==> config.mk <==
export PLATFORM = sky130hd
export DESIGN_NAME = double_ended_queue_flat
export DESIGN_NICKNAME = d
export VERILOG_FILES = /design/src/rtl/deq_pkg.sv /design/src/rtl/deq_req_if.sv /design/src/rtl/deq_rsp_if.sv /design/src/rtl/deq_ram.sv /design/src/rtl/deq_ctrl.sv /design/src/rtl/deq_dp.sv /design/src/rtl/double_ended_queue.sv /design/src/flat_wrapper.sv
export SDC_FILE = /design/constraint.sdc
export NUM_CORES = 2
export LEC_CHECK = 0
export ABC_AREA = 1
export BUFFER_PORTS_ARGS = -buffer_cell sky130_fd_sc_hd__buf_2
export CAP_MARGIN = 20
export CORE_UTILIZATION = 40
export CTS_CLUSTER_SIZE = 10
export DETAILED_ROUTE_END_ITERATION = 6
export PLACE_DENSITY = 0.55
export SETUP_SLACK_MARGIN = 0.1
export SLEW_MARGIN = 20
export SYNTH_ARGS = -nofsm -noshare
export SYNTH_HDL_FRONTEND = slang
export SYNTH_SLANG_ARGS = --single-unit
export TNS_END_PERCENT = 10
==> constraint.sdc <==
create_clock -name clock -period 7.17 [get_ports clock]
set_input_delay 0.717 -clock clock [delete_from_list [all_inputs] [get_ports clock]]
set_output_delay 0.717 -clock clock [all_outputs]
set_load 0.005 [all_outputs]
==> src/rtl/deq_pkg.sv <==
// ----------------------------------------------------------------------------
// deq_pkg
// Shared types and codes of the double-ended queue: command and status
// codes, field widths and the controller/datapath command and status structs.
// ----------------------------------------------------------------------------
package deq_pkg;

   localparam int CMD_W    = 3;
   localparam int DATA_W   = 32;
   localparam int STATUS_W = 2;

   localparam logic [CMD_W-1:0] CMD_PUSH_FRONT = 3'd0;
   localparam logic [CMD_W-1:0] CMD_PUSH_REAR  = 3'd1;
   localparam logic [CMD_W-1:0] CMD_POP_FRONT  = 3'd2;
   localparam logic [CMD_W-1:0] CMD_POP_REAR   = 3'd3;
   localparam logic [CMD_W-1:0] CMD_DUMP       = 3'd4;

   localparam logic [STATUS_W-1:0] ST_OK    = 2'd0;
   localparam logic [STATUS_W-1:0] ST_EMPTY = 2'd1;
   localparam logic [STATUS_W-1:0] ST_FULL  = 2'd2;

   typedef struct packed {
      logic                wr_front;
      logic                wr_rear;
      logic                rd_front;
      logic                rd_rear;
      logic                rd_dump;
      logic                dump_next;
      logic                dump_clear;
      logic                load_data;
      logic                data_last;
      logic                load_status;
      logic [STATUS_W-1:0] status;
   } ctl_type;

   typedef struct packed {
      logic empty;
      logic full;
      logic out_free;
      logic dump_end;
   } sts_type;

endpackage

==> src/rtl/deq_req_if.sv <==
// ----------------------------------------------------------------------------
// deq_req_if
// Request channel of the double-ended queue: valid/ready with command and
// push value.
// ----------------------------------------------------------------------------
interface deq_req_if;
   logic                                 valid;
   logic                                 ready;
   logic [deq_pkg::CMD_W-1:0]            cmd;
   logic signed [deq_pkg::DATA_W-1:0]    value;

   modport source (output valid, output cmd, output value, input ready);
   modport sink   (input valid, input cmd, input value, output ready);
endinterface

==> src/rtl/deq_rsp_if.sv <==
// ----------------------------------------------------------------------------
// deq_rsp_if
// Response channel of the double-ended queue: valid/ready with status,
// item and last flag.
// ----------------------------------------------------------------------------
interface deq_rsp_if;
   logic                                 valid;
   logic                                 ready;
   logic [deq_pkg::STATUS_W-1:0]         status;
   logic signed [deq_pkg::DATA_W-1:0]    item;
   logic                                 last;

   modport source (output valid, output status, output item, output last, input ready);
   modport sink   (input valid, input status, input item, input last, output ready);
endinterface

==> src/rtl/deq_ram.sv <==
// ----------------------------------------------------------------------------
// deq_ram
// Generic single-write, single-read RAM with registered read data.
// ----------------------------------------------------------------------------
module deq_ram #(
   parameter int WIDTH = 32,
   parameter int DEPTH = 64
) (
   input  logic                     clock,
   input  logic                     wr_en,
   input  logic [$clog2(DEPTH)-1:0] wr_addr,
   input  logic [WIDTH-1:0]         wr_data,
   input  logic                     rd_en,
   input  logic [$clog2(DEPTH)-1:0] rd_addr,
   output logic [WIDTH-1:0]         rd_data
);

   logic [WIDTH-1:0] mem [DEPTH];
   logic [WIDTH-1:0] rd_data_ff;

   always_ff @(posedge clock) begin
      if (wr_en) begin
         mem[wr_addr] <= wr_data;
      end
      if (rd_en) begin
         rd_data_ff <= mem[rd_addr];
      end
   end

   assign rd_data = rd_data_ff;

endmodule

==> src/rtl/deq_ctrl.sv <==
// ----------------------------------------------------------------------------
// deq_ctrl
// Controller of the double-ended queue: decodes requests, sequences pop
// reads and dump streaming, and commands the datapath.
// ----------------------------------------------------------------------------
module deq_ctrl (
   input  logic                      clock,
   input  logic                      reset,
   input  logic                      req_valid,
   input  logic [deq_pkg::CMD_W-1:0] req_cmd,
   input  deq_pkg::sts_type          sts,
   output logic                      req_ready,
   output deq_pkg::ctl_type          ctl
);

   typedef enum logic [3:0] {
      S_IDLE  = 4'b0001,
      S_POP   = 4'b0010,
      S_DREAD = 4'b0100,
      S_DOUT  = 4'b1000
   } state_type;

   state_type state_ff;
   state_type state_in;
   logic      accept;

   always_comb begin
      ctl       = '0;
      state_in  = state_ff;
      req_ready = (state_ff == S_IDLE) && sts.out_free;
      accept    = req_valid && req_ready;
      unique case (state_ff)
         S_IDLE: begin
            if (accept) begin
               case (req_cmd) inside
                  deq_pkg::CMD_PUSH_FRONT, deq_pkg::CMD_PUSH_REAR: begin
                     ctl.load_status = 1'b1;
                     if (sts.full) begin
                        ctl.status = deq_pkg::ST_FULL;
                     end else begin
                        ctl.status   = deq_pkg::ST_OK;
                        ctl.wr_front = (req_cmd == deq_pkg::CMD_PUSH_FRONT);
                        ctl.wr_rear  = (req_cmd == deq_pkg::CMD_PUSH_REAR);
                     end
                  end
                  deq_pkg::CMD_POP_FRONT, deq_pkg::CMD_POP_REAR: begin
                     if (sts.empty) begin
                        ctl.load_status = 1'b1;
                        ctl.status      = deq_pkg::ST_EMPTY;
                     end else begin
                        ctl.rd_front = (req_cmd == deq_pkg::CMD_POP_FRONT);
                        ctl.rd_rear  = (req_cmd == deq_pkg::CMD_POP_REAR);
                        state_in     = S_POP;
                     end
                  end
                  deq_pkg::CMD_DUMP: begin
                     if (sts.empty) begin
                        ctl.load_status = 1'b1;
                        ctl.status      = deq_pkg::ST_EMPTY;
                     end else begin
                        ctl.rd_dump = 1'b1;
                        state_in    = S_DOUT;
                     end
                  end
                  default: begin
                     // drop unused codes
                  end
               endcase
            end
         end
         S_POP: begin
            if (sts.out_free) begin
               ctl.load_data = 1'b1;
               ctl.data_last = 1'b1;
               state_in      = S_IDLE;
            end
         end
         S_DREAD: begin
            ctl.rd_dump = 1'b1;
            state_in    = S_DOUT;
         end
         S_DOUT: begin
            if (sts.out_free) begin
               ctl.load_data = 1'b1;
               ctl.data_last = sts.dump_end;
               if (sts.dump_end) begin
                  ctl.dump_clear = 1'b1;
                  state_in       = S_IDLE;
               end else begin
                  ctl.dump_next = 1'b1;
                  state_in      = S_DREAD;
               end
            end
         end
         default: begin
            state_in = S_IDLE;
         end
      endcase
   end

   always_ff @(posedge clock) begin
      if (reset) begin
         state_ff <= S_IDLE;
      end else begin
         state_ff <= state_in;
      end
   end

endmodule

==> src/rtl/deq_dp.sv <==
// ----------------------------------------------------------------------------
// deq_dp
// Datapath of the double-ended queue: ring store, front index, fill count,
// dump offset and the response register.
// ----------------------------------------------------------------------------
module deq_dp #(
   parameter int DEPTH = 64
) (
   input  logic                                clock,
   input  logic                                reset,
   input  deq_pkg::ctl_type                    ctl,
   input  logic signed [deq_pkg::DATA_W-1:0]   req_value,
   input  logic                                rsp_ready,
   output deq_pkg::sts_type                    sts,
   output logic                                rsp_valid,
   output logic [deq_pkg::STATUS_W-1:0]        rsp_status,
   output logic signed [deq_pkg::DATA_W-1:0]   rsp_item,
   output logic                                rsp_last
);

   localparam int IW = $clog2(DEPTH);
   localparam int CW = $clog2(DEPTH + 1);
   localparam logic [IW:0]   DEPTH_S = (IW+1)'(DEPTH);
   localparam logic [IW-1:0] LAST_IX = IW'(DEPTH - 1);
   localparam logic [CW-1:0] DEPTH_C = CW'(DEPTH);

   logic [IW-1:0] front_ff, front_in;
   logic [CW-1:0] count_ff, count_in;
   logic [IW-1:0] k_ff, k_in;

   logic                              out_valid_ff, out_valid_in;
   logic [deq_pkg::STATUS_W-1:0]      out_status_ff, out_status_in;
   logic [deq_pkg::DATA_W-1:0]        out_item_ff, out_item_in;
   logic                              out_last_ff, out_last_in;

   logic [IW-1:0] offset;
   logic [IW:0]   sum;
   logic [IW-1:0] slot;
   logic [IW-1:0] front_dec;
   logic [IW-1:0] front_inc;
   logic [CW-1:0] count_dec;
   logic          wr_en;
   logic          rd_en;
   logic [IW-1:0] wr_addr;
   logic [IW-1:0] rd_addr;
   logic [deq_pkg::DATA_W-1:0] rd_data;

   assign count_dec = count_ff - 1'b1;

   always_comb begin
      if (ctl.wr_rear) begin
         offset = count_ff[IW-1:0];
      end else if (ctl.rd_rear) begin
         offset = count_dec[IW-1:0];
      end else begin
         offset = k_ff;
      end
      sum = {1'b0, front_ff} + {1'b0, offset};
      if (sum >= DEPTH_S) begin
         sum = sum - DEPTH_S;
      end
      slot = sum[IW-1:0];
   end

   assign front_dec = (front_ff == '0) ? LAST_IX : front_ff - 1'b1;
   assign front_inc = (front_ff == LAST_IX) ? '0 : front_ff + 1'b1;

   assign wr_en   = ctl.wr_front || ctl.wr_rear;
   assign wr_addr = ctl.wr_front ? front_dec : slot;
   assign rd_en   = ctl.rd_front || ctl.rd_rear || ctl.rd_dump;
   assign rd_addr = ctl.rd_front ? front_ff : slot;

   deq_ram #(
      .WIDTH (deq_pkg::DATA_W),
      .DEPTH (DEPTH)
   ) u_ram (
      .clock   (clock),
      .wr_en   (wr_en),
      .wr_addr (wr_addr),
      .wr_data (req_value),
      .rd_en   (rd_en),
      .rd_addr (rd_addr),
      .rd_data (rd_data)
   );

   always_comb begin
      front_in = front_ff;
      count_in = count_ff;
      k_in     = k_ff;
      if (ctl.wr_front) begin
         front_in = front_dec;
         count_in = count_ff + 1'b1;
      end
      if (ctl.wr_rear) begin
         count_in = count_ff + 1'b1;
      end
      if (ctl.rd_front) begin
         front_in = front_inc;
         count_in = count_dec;
      end
      if (ctl.rd_rear) begin
         count_in = count_dec;
      end
      if (ctl.dump_next) begin
         k_in = k_ff + 1'b1;
      end
      if (ctl.dump_clear) begin
         k_in = '0;
      end
   end

   always_comb begin
      out_valid_in  = out_valid_ff;
      out_status_in = out_status_ff;
      out_item_in   = out_item_ff;
      out_last_in   = out_last_ff;
      if (ctl.load_status) begin
         out_valid_in  = 1'b1;
         out_status_in = ctl.status;
         out_item_in   = '0;
         out_last_in   = 1'b1;
      end else if (ctl.load_data) begin
         out_valid_in  = 1'b1;
         out_status_in = deq_pkg::ST_OK;
         out_item_in   = rd_data;
         out_last_in   = ctl.data_last;
      end else if (rsp_ready) begin
         out_valid_in  = 1'b0;
      end
   end

   always_ff @(posedge clock) begin
      if (reset) begin
         front_ff     <= '0;
         count_ff     <= '0;
         k_ff         <= '0;
         out_valid_ff <= 1'b0;
      end else begin
         front_ff     <= front_in;
         count_ff     <= count_in;
         k_ff         <= k_in;
         out_valid_ff <= out_valid_in;
      end
   end

   always_ff @(posedge clock) begin
      out_status_ff <= out_status_in;
      out_item_ff   <= out_item_in;
      out_last_ff   <= out_last_in;
   end

   assign sts.empty    = (count_ff == '0);
   assign sts.full     = (count_ff == DEPTH_C);
   assign sts.out_free = !out_valid_ff || rsp_ready;
   assign sts.dump_end = (k_ff == count_dec[IW-1:0]);

   assign rsp_valid  = out_valid_ff;
   assign rsp_status = out_status_ff;
   assign rsp_item   = out_item_ff;
   assign rsp_last   = out_last_ff;

   a_load_free: assert property (@(posedge clock) disable iff (reset)
      (ctl.load_data || ctl.load_status) |-> (!out_valid_ff || rsp_ready))
      else $error("response register overwritten while held");

   a_push_room: assert property (@(posedge clock) disable iff (reset)
      (ctl.wr_front || ctl.wr_rear) |-> (count_ff != DEPTH_C))
      else $error("push into full store");

   a_pop_fill: assert property (@(posedge clock) disable iff (reset)
      (ctl.rd_front || ctl.rd_rear || ctl.rd_dump) |-> (count_ff != '0))
      else $error("read from empty store");

   a_push_count: assert property (@(posedge clock) disable iff (reset)
      (ctl.wr_front || ctl.wr_rear) |=> (count_ff == $past(count_ff) + 1'b1))
      else $error("fill count not advanced by push");

endmodule

==> src/rtl/double_ended_queue.sv <==
// ----------------------------------------------------------------------------
// double_ended_queue
// Push: response registered in the cycle after the request is taken, one
// per cycle while responses are taken. Pop: the response passes the store
// read register, then the response register; the next request waits for
// it. Dump: each element passes the store read port, then the response
// register. Reset is synchronous: it empties the queue and clears the
// response valid flag; store contents are left as is, no clearing pass.
// ----------------------------------------------------------------------------
module double_ended_queue #(
   parameter int DEPTH = 64
) (
   input logic        clock,
   input logic        reset,
   deq_req_if.sink    req_ch,
   deq_rsp_if.source  rsp_ch
);

   deq_pkg::ctl_type ctl;
   deq_pkg::sts_type sts;

   deq_ctrl u_ctrl (
      .clock     (clock),
      .reset     (reset),
      .req_valid (req_ch.valid),
      .req_cmd   (req_ch.cmd),
      .sts       (sts),
      .req_ready (req_ch.ready),
      .ctl       (ctl)
   );

   deq_dp #(
      .DEPTH (DEPTH)
   ) u_dp (
      .clock      (clock),
      .reset      (reset),
      .ctl        (ctl),
      .req_value  (req_ch.value),
      .rsp_ready  (rsp_ch.ready),
      .sts        (sts),
      .rsp_valid  (rsp_ch.valid),
      .rsp_status (rsp_ch.status),
      .rsp_item   (rsp_ch.item),
      .rsp_last   (rsp_ch.last)
   );

endmodule
==> src/flat_wrapper.sv <==
// flat-port wrapper written by rule: the top's interface ports become plain ports
module double_ended_queue_flat 
#(
   parameter int DEPTH = 64
)
  (clock, reset, req_ch_valid, req_ch_cmd, req_ch_value, req_ch_ready, rsp_ch_valid, rsp_ch_status, rsp_ch_item, rsp_ch_last, rsp_ch_ready);
  deq_req_if req_ch_i ();
  deq_rsp_if rsp_ch_i ();
  input logic clock;
  input logic reset;
  input wire logic [$bits(req_ch_i.valid)-1:0] req_ch_valid;
  input wire logic [$bits(req_ch_i.cmd)-1:0] req_ch_cmd;
  input wire logic [$bits(req_ch_i.value)-1:0] req_ch_value;
  output wire logic [$bits(req_ch_i.ready)-1:0] req_ch_ready;
  output wire logic [$bits(rsp_ch_i.valid)-1:0] rsp_ch_valid;
  output wire logic [$bits(rsp_ch_i.status)-1:0] rsp_ch_status;
  output wire logic [$bits(rsp_ch_i.item)-1:0] rsp_ch_item;
  output wire logic [$bits(rsp_ch_i.last)-1:0] rsp_ch_last;
  input wire logic [$bits(rsp_ch_i.ready)-1:0] rsp_ch_ready;
  assign req_ch_i.valid = req_ch_valid;
  assign req_ch_i.cmd = req_ch_cmd;
  assign req_ch_i.value = req_ch_value;
  assign req_ch_ready = req_ch_i.ready;
  assign rsp_ch_valid = rsp_ch_i.valid;
  assign rsp_ch_status = rsp_ch_i.status;
  assign rsp_ch_item = rsp_ch_i.item;
  assign rsp_ch_last = rsp_ch_i.last;
  assign rsp_ch_i.ready = rsp_ch_ready;
  double_ended_queue #(.DEPTH(DEPTH)) u_core (.clock(clock), .reset(reset), .req_ch(req_ch_i), .rsp_ch(rsp_ch_i));
endmodule
==> summary.log <==
qor: floorplanning.core 0.233 mm2
qor: power.combPwrFrac 28.0%
qor: worst_setup_path.maximum_fanout_along_the_worst_path 126
qor: cts.htreeDepth 4
qor: timing.hold_viol 0
qor: flow_run.maxCapViolCount 0
qor: routing.met1_wire_length 123,000 um
qor: layout.post_layout_utilization_of_the_core 45.3%
qor: cts.tritoncts_clock_tree done
qor: floorplanning.die-width 487 um
qor: timing.transition_at_the_pin_with_the_smallest_max_transition_slack 1160 ps
qor: timing.drv_slew 0
qor: routing.remaining_drc_errors 0
qor: timing.min_period_over_period 80.1%
qor: logic_synthesis.synth_top_flop_cell sky130_fd_sc_hd__edfxtp_1
qor: routing.dr_wl_met2 130,000 um
qor: grt.grt_overflow 0
qor: routing.number_of_detailed_route_iterations_in_the_first_pass 7
qor: logic_synthesis.synth_nets 9,275
qor: timing.final.setup.tns 0 ps
qor: cts.root_buffer sky130_fd_sc_hd__clkbuf_16
qor: grt.globalRouteTotalUtil 23.8%
qor: floorplanning.initial_utilization 40.3%
qor: logic_synthesis.syn_area 0.0941 mm2
qor: routing.vias_after_detailed_routing 64,500
qor: outcome.status finished clean
qor: logic_synthesis.edff_count_synth 2,082
qor: cts.clk_path_buf_depth 3
qor: worst_setup_path.cp.required 7750 ps
qor: place.detailed_place_hpwl 163,000 um
qor: power.total_leakage_power 44.2 nW
qor: worst_setup_path.setup.worst_path.start_class flop
qor: timing.rsz0062_at_grt no
qor: timing.final_setup_violating_endpoints 0
qor: worst_hold_path.hold_path_class input port to flop
qor: power.p_int 22.6 mW
qor: grt.via_count_of_the_first_global_routing_pass 60,400
qor: floorplanning.dieHeight 487 um
qor: power.seqPwrFrac 40.6%
qor: routing.routed_wl 285,000 um
qor: logic_synthesis.netlist-cell-type-count 42
qor: worst_setup_path.critPathArrivalTime 6320 ps
qor: power.power.switching_fraction 34.7%
qor: cts.clock_insertion_delay_worst_skew 890 ps
qor: floorplanning.die-area 0.237 mm2
qor: routing.drtAntennaViolNets 0
qor: grt.wire_length_of_the_first_global_routing_pass 414,000 um
qor: worst_setup_path.cp-end-kind flop
qor: floorplanning.io_pins 76
qor: cts.numCtsBuffers 236
qor: logic_synthesis.ys_seq_elements 2,139
qor: routing.detailedRoute.firstIterationViolations 7,317
qor: logic_synthesis.netlist_instances 9,223
qor: routing.avgViaCountPerCell 5.15
qor: cts.cts.clk_slew.worst_paths 60 ps
qor: power.clockPowerShare 31.5%
qor: layout.area_growth_syn_to_layout 12.2%
qor: power.power_per_cell_area 328 mW/mm2
qor: cts.cts_sinks 2,139
qor: timing.fin_crit 5740 ps
qor: floorplanning.count_of_standard_cell_rows 177
qor: power.totalPowerFinal 34.7 mW
qor: cts.cts.repair_timing.setup_buffer_count 0
qor: grt.grt_start_max_net_pins 127
qor: logic_synthesis.postSynthAreaPerCell 10.2 um2
qor: layout.finalNetCount 9,311
qor: power.switchingPower 12.0 mW
qor: routing.wl_met3 23,800 um
qor: cts.cts.hold.buffers_added 0
qor: place.place_congestion 0.886
qor: layout.drive_gt1_share 6.85%
qor: logic_synthesis.synth-seq-area-share 67.7%
qor: grt.antenna_found_initial 12
qor: routing.top_layer_used met5
qor: power.ir_worst_vdd 0.000255 V
qor: logic_synthesis.ys_warn_count 0
qor: routing.routedWlPerCell 22.8 um
qor: timing.fmaxAchievable 0.174 GHz
qor: logic_synthesis.async_flop_share 0%
qor: place.buffer_ports.inserted 75
qor: timing.slew-limit-headroom 22.5%
qor: worst_setup_path.worstSetupPathType flop to flop
qor: cts.postCtsResizedCells 0
qor: timing.fin_skew 62.4 ps
-- layout by cell type (no fill, tap or decap), types with 4 or more instances in the layout --
cell and instances:
sky130_fd_sc_hd__nor2_1 94, sky130_fd_sc_hd__buf_4 172, sky130_fd_sc_hd__buf_12 43, sky130_fd_sc_hd__nand2_8 4, sky130_fd_sc_hd__clkbuf_1 91, sky130_fd_sc_hd__xnor2_1 5, sky130_fd_sc_hd__edfxtp_1 2082, sky130_fd_sc_hd__dfxtp_1 57
sky130_fd_sc_hd__inv_16 4, sky130_fd_sc_hd__nor2_4 67, sky130_fd_sc_hd__a21oi_1 21, sky130_fd_sc_hd__a31oi_1 7, sky130_fd_sc_hd__nand3_2 6, sky130_fd_sc_hd__xor2_1 21, sky130_fd_sc_hd__clkbuf_16 238, sky130_fd_sc_hd__ha_1 12
sky130_fd_sc_hd__inv_6 5, sky130_fd_sc_hd__nand4_1 10, sky130_fd_sc_hd__o21ai_4 6, sky130_fd_sc_hd__nand3_1 2165, sky130_fd_sc_hd__inv_1 2007, sky130_fd_sc_hd__nand2_2 6, sky130_fd_sc_hd__o211ai_1 4, sky130_fd_sc_hd__o21ai_0 57
sky130_fd_sc_hd__buf_16 6, sky130_fd_sc_hd__nor3_1 8, sky130_fd_sc_hd__clkbuf_8 4, sky130_fd_sc_hd__diode_2 6, sky130_fd_sc_hd__buf_2 58, sky130_fd_sc_hd__nand2_1 2074
-- cell type report --
class	instances	area (um2)
antenna	6	15.0
clock buffer	333	6350
clock inverter	16	278
fill	21400	128000
inverter	2013	7570
multi-input combinational	4590	21200
sequential	2139	63700
tap	3132	3920
timing repair buffer	279	2610
-- flip-flops by register name (all words and copies together), names as in the netlist --
name	count
u_core.u_dp.u_ram.mem	2048
u_core.u_dp.rsp_item	32
u_core.u_dp.u_ram.rd_data	32
u_core.u_dp.count_ff	7
u_core.u_dp.front_ff	6
u_core.u_dp.k_ff	6
u_core.u_ctrl.state_ff	4
u_core.u_dp.rsp_status	2
u_core.u_dp.rsp_last	1
u_core.u_dp.rsp_valid	1
-- power groups by stage --
| stage | sequential (mW) | combinational, mW | clock, mW |
|---|---|---|---|
| 2_1_floorplan | 14.3 | 5.99 | 0 |
| 3_3_place_gp | 14.3 | 9.58 | 0 |
| 5_1_grt | 14.1 | 10.5 | 11.5 |
| 6_report | 14.1 | 9.69 | 10.9 |
| 4_1_cts | 14.1 | 9.66 | 11.1 |
| 3_5_place_dp | 14.3 | 9.64 | 0 |
-- cell families (layout without fill, tap and decap cells) --
group                    after synthesis  after routing  share of synthesized area [%]
AO/OA/AOI/OAI                        103            103                          0.610
XOR/XNOR                              26             26                          0.242
adder cells (fa/ha/maj)               13             13                          0.181
buffers and inverters               2494           2641                           10.5
flip-flops                          2139           2139                           67.7
other                                  0              6                              0
AND/OR/NAND/NOR                     4448           4448                           20.8
-- metal layers --
metal	vias to the layer above	track usage [%]
met3	407	4.00
met4	2	7.32
met1	31500	33.9
li1	29900	-
met2	2659	37.0
met5	-	0
-- cells in the mapped netlist, types with 2 or more instances --
cell type	count	area [um2]
sky130_fd_sc_hd__a21oi_1	21	105
sky130_fd_sc_hd__a31oi_1	7	43.8
sky130_fd_sc_hd__buf_1	25	93.8
sky130_fd_sc_hd__buf_2	365	1830
sky130_fd_sc_hd__buf_4	12	90.1
sky130_fd_sc_hd__clkbuf_1	78	293
sky130_fd_sc_hd__dfxtp_1	57	1140
sky130_fd_sc_hd__edfxtp_1	2082	62500
sky130_fd_sc_hd__ha_1	12	150
sky130_fd_sc_hd__inv_1	2009	7540
sky130_fd_sc_hd__inv_2	3	11.3
sky130_fd_sc_hd__nand2_1	2079	7800
sky130_fd_sc_hd__nand2_2	5	31.3
sky130_fd_sc_hd__nand2_4	2	22.5
sky130_fd_sc_hd__nand3_1	2166	10800
sky130_fd_sc_hd__nand3_2	7	70.1
sky130_fd_sc_hd__nand4_1	10	62.6
sky130_fd_sc_hd__nor2_1	158	593
sky130_fd_sc_hd__nor2_4	3	33.8
sky130_fd_sc_hd__nor3_1	8	40.0
sky130_fd_sc_hd__nor4_1	3	18.8
sky130_fd_sc_hd__o211ai_1	4	30.0
sky130_fd_sc_hd__o21ai_0	57	285
sky130_fd_sc_hd__o21ai_1	3	15.0
sky130_fd_sc_hd__o21ai_2	5	43.8
sky130_fd_sc_hd__or2_2	2	12.5
sky130_fd_sc_hd__xnor2_1	5	43.8
sky130_fd_sc_hd__xor2_1	21	184
-- worst max-delay path: stages, from the launching register on --
cell and delay [ps]:
sky130_fd_sc_hd__dfxtp_1 460, sky130_fd_sc_hd__inv_1 160, sky130_fd_sc_hd__ha_1 280, sky130_fd_sc_hd__nand2_2 140, sky130_fd_sc_hd__nor2_4 70, sky130_fd_sc_hd__nor3_1 510
sky130_fd_sc_hd__nand2_1 110, sky130_fd_sc_hd__a31oi_1 270, sky130_fd_sc_hd__ha_1 240, sky130_fd_sc_hd__inv_1 70, sky130_fd_sc_hd__fa_1 430, sky130_fd_sc_hd__xnor2_1 300
sky130_fd_sc_hd__nand2_1 140, sky130_fd_sc_hd__o21ai_4 160, sky130_fd_sc_hd__buf_12 480, sky130_fd_sc_hd__buf_4 510, sky130_fd_sc_hd__nand3_1 130, sky130_fd_sc_hd__nand3_1 140
sky130_fd_sc_hd__nand3_1 180, sky130_fd_sc_hd__nand3_1 310, sky130_fd_sc_hd__nand2_1 90
-- per-stage QoR --
step	setup slack, ps	instances	hold slack [ps]	instance area [um2]
after floorplan	1820	9223	468	94100
after global placement	1010	12100	461	98700
after detailed placement	1080	12200	457	98900
after CTS	1590	12500	142	105000
after global routing	1140	12500	184	106000
final	1430	12500	194	106000
-- path summary, 6_finish.rpt --
kind                                         startpoint                                 endpoint  slack [ps]  cells past startpoint
setup / recovery   u_core.u_dp.count_ff[0]$_SDFFE_PP0P_  u_core.u_dp.u_ram.rd_data[19]$_DFFE_PP_        1430                     20
hold / removal                                    reset     u_core.u_dp.front_ff[2]$_SDFFE_PP0P_         190                      2
setup reg to reg   u_core.u_dp.count_ff[0]$_SDFFE_PP0P_  u_core.u_dp.u_ram.rd_data[19]$_DFFE_PP_        1430                     20
hold reg to reg   u_core.u_dp.rsp_item[27]$_SDFFE_PP0P_    u_core.u_dp.rsp_item[27]$_SDFFE_PP0P_         470                      2
Power figures use the tool's default switching activity.
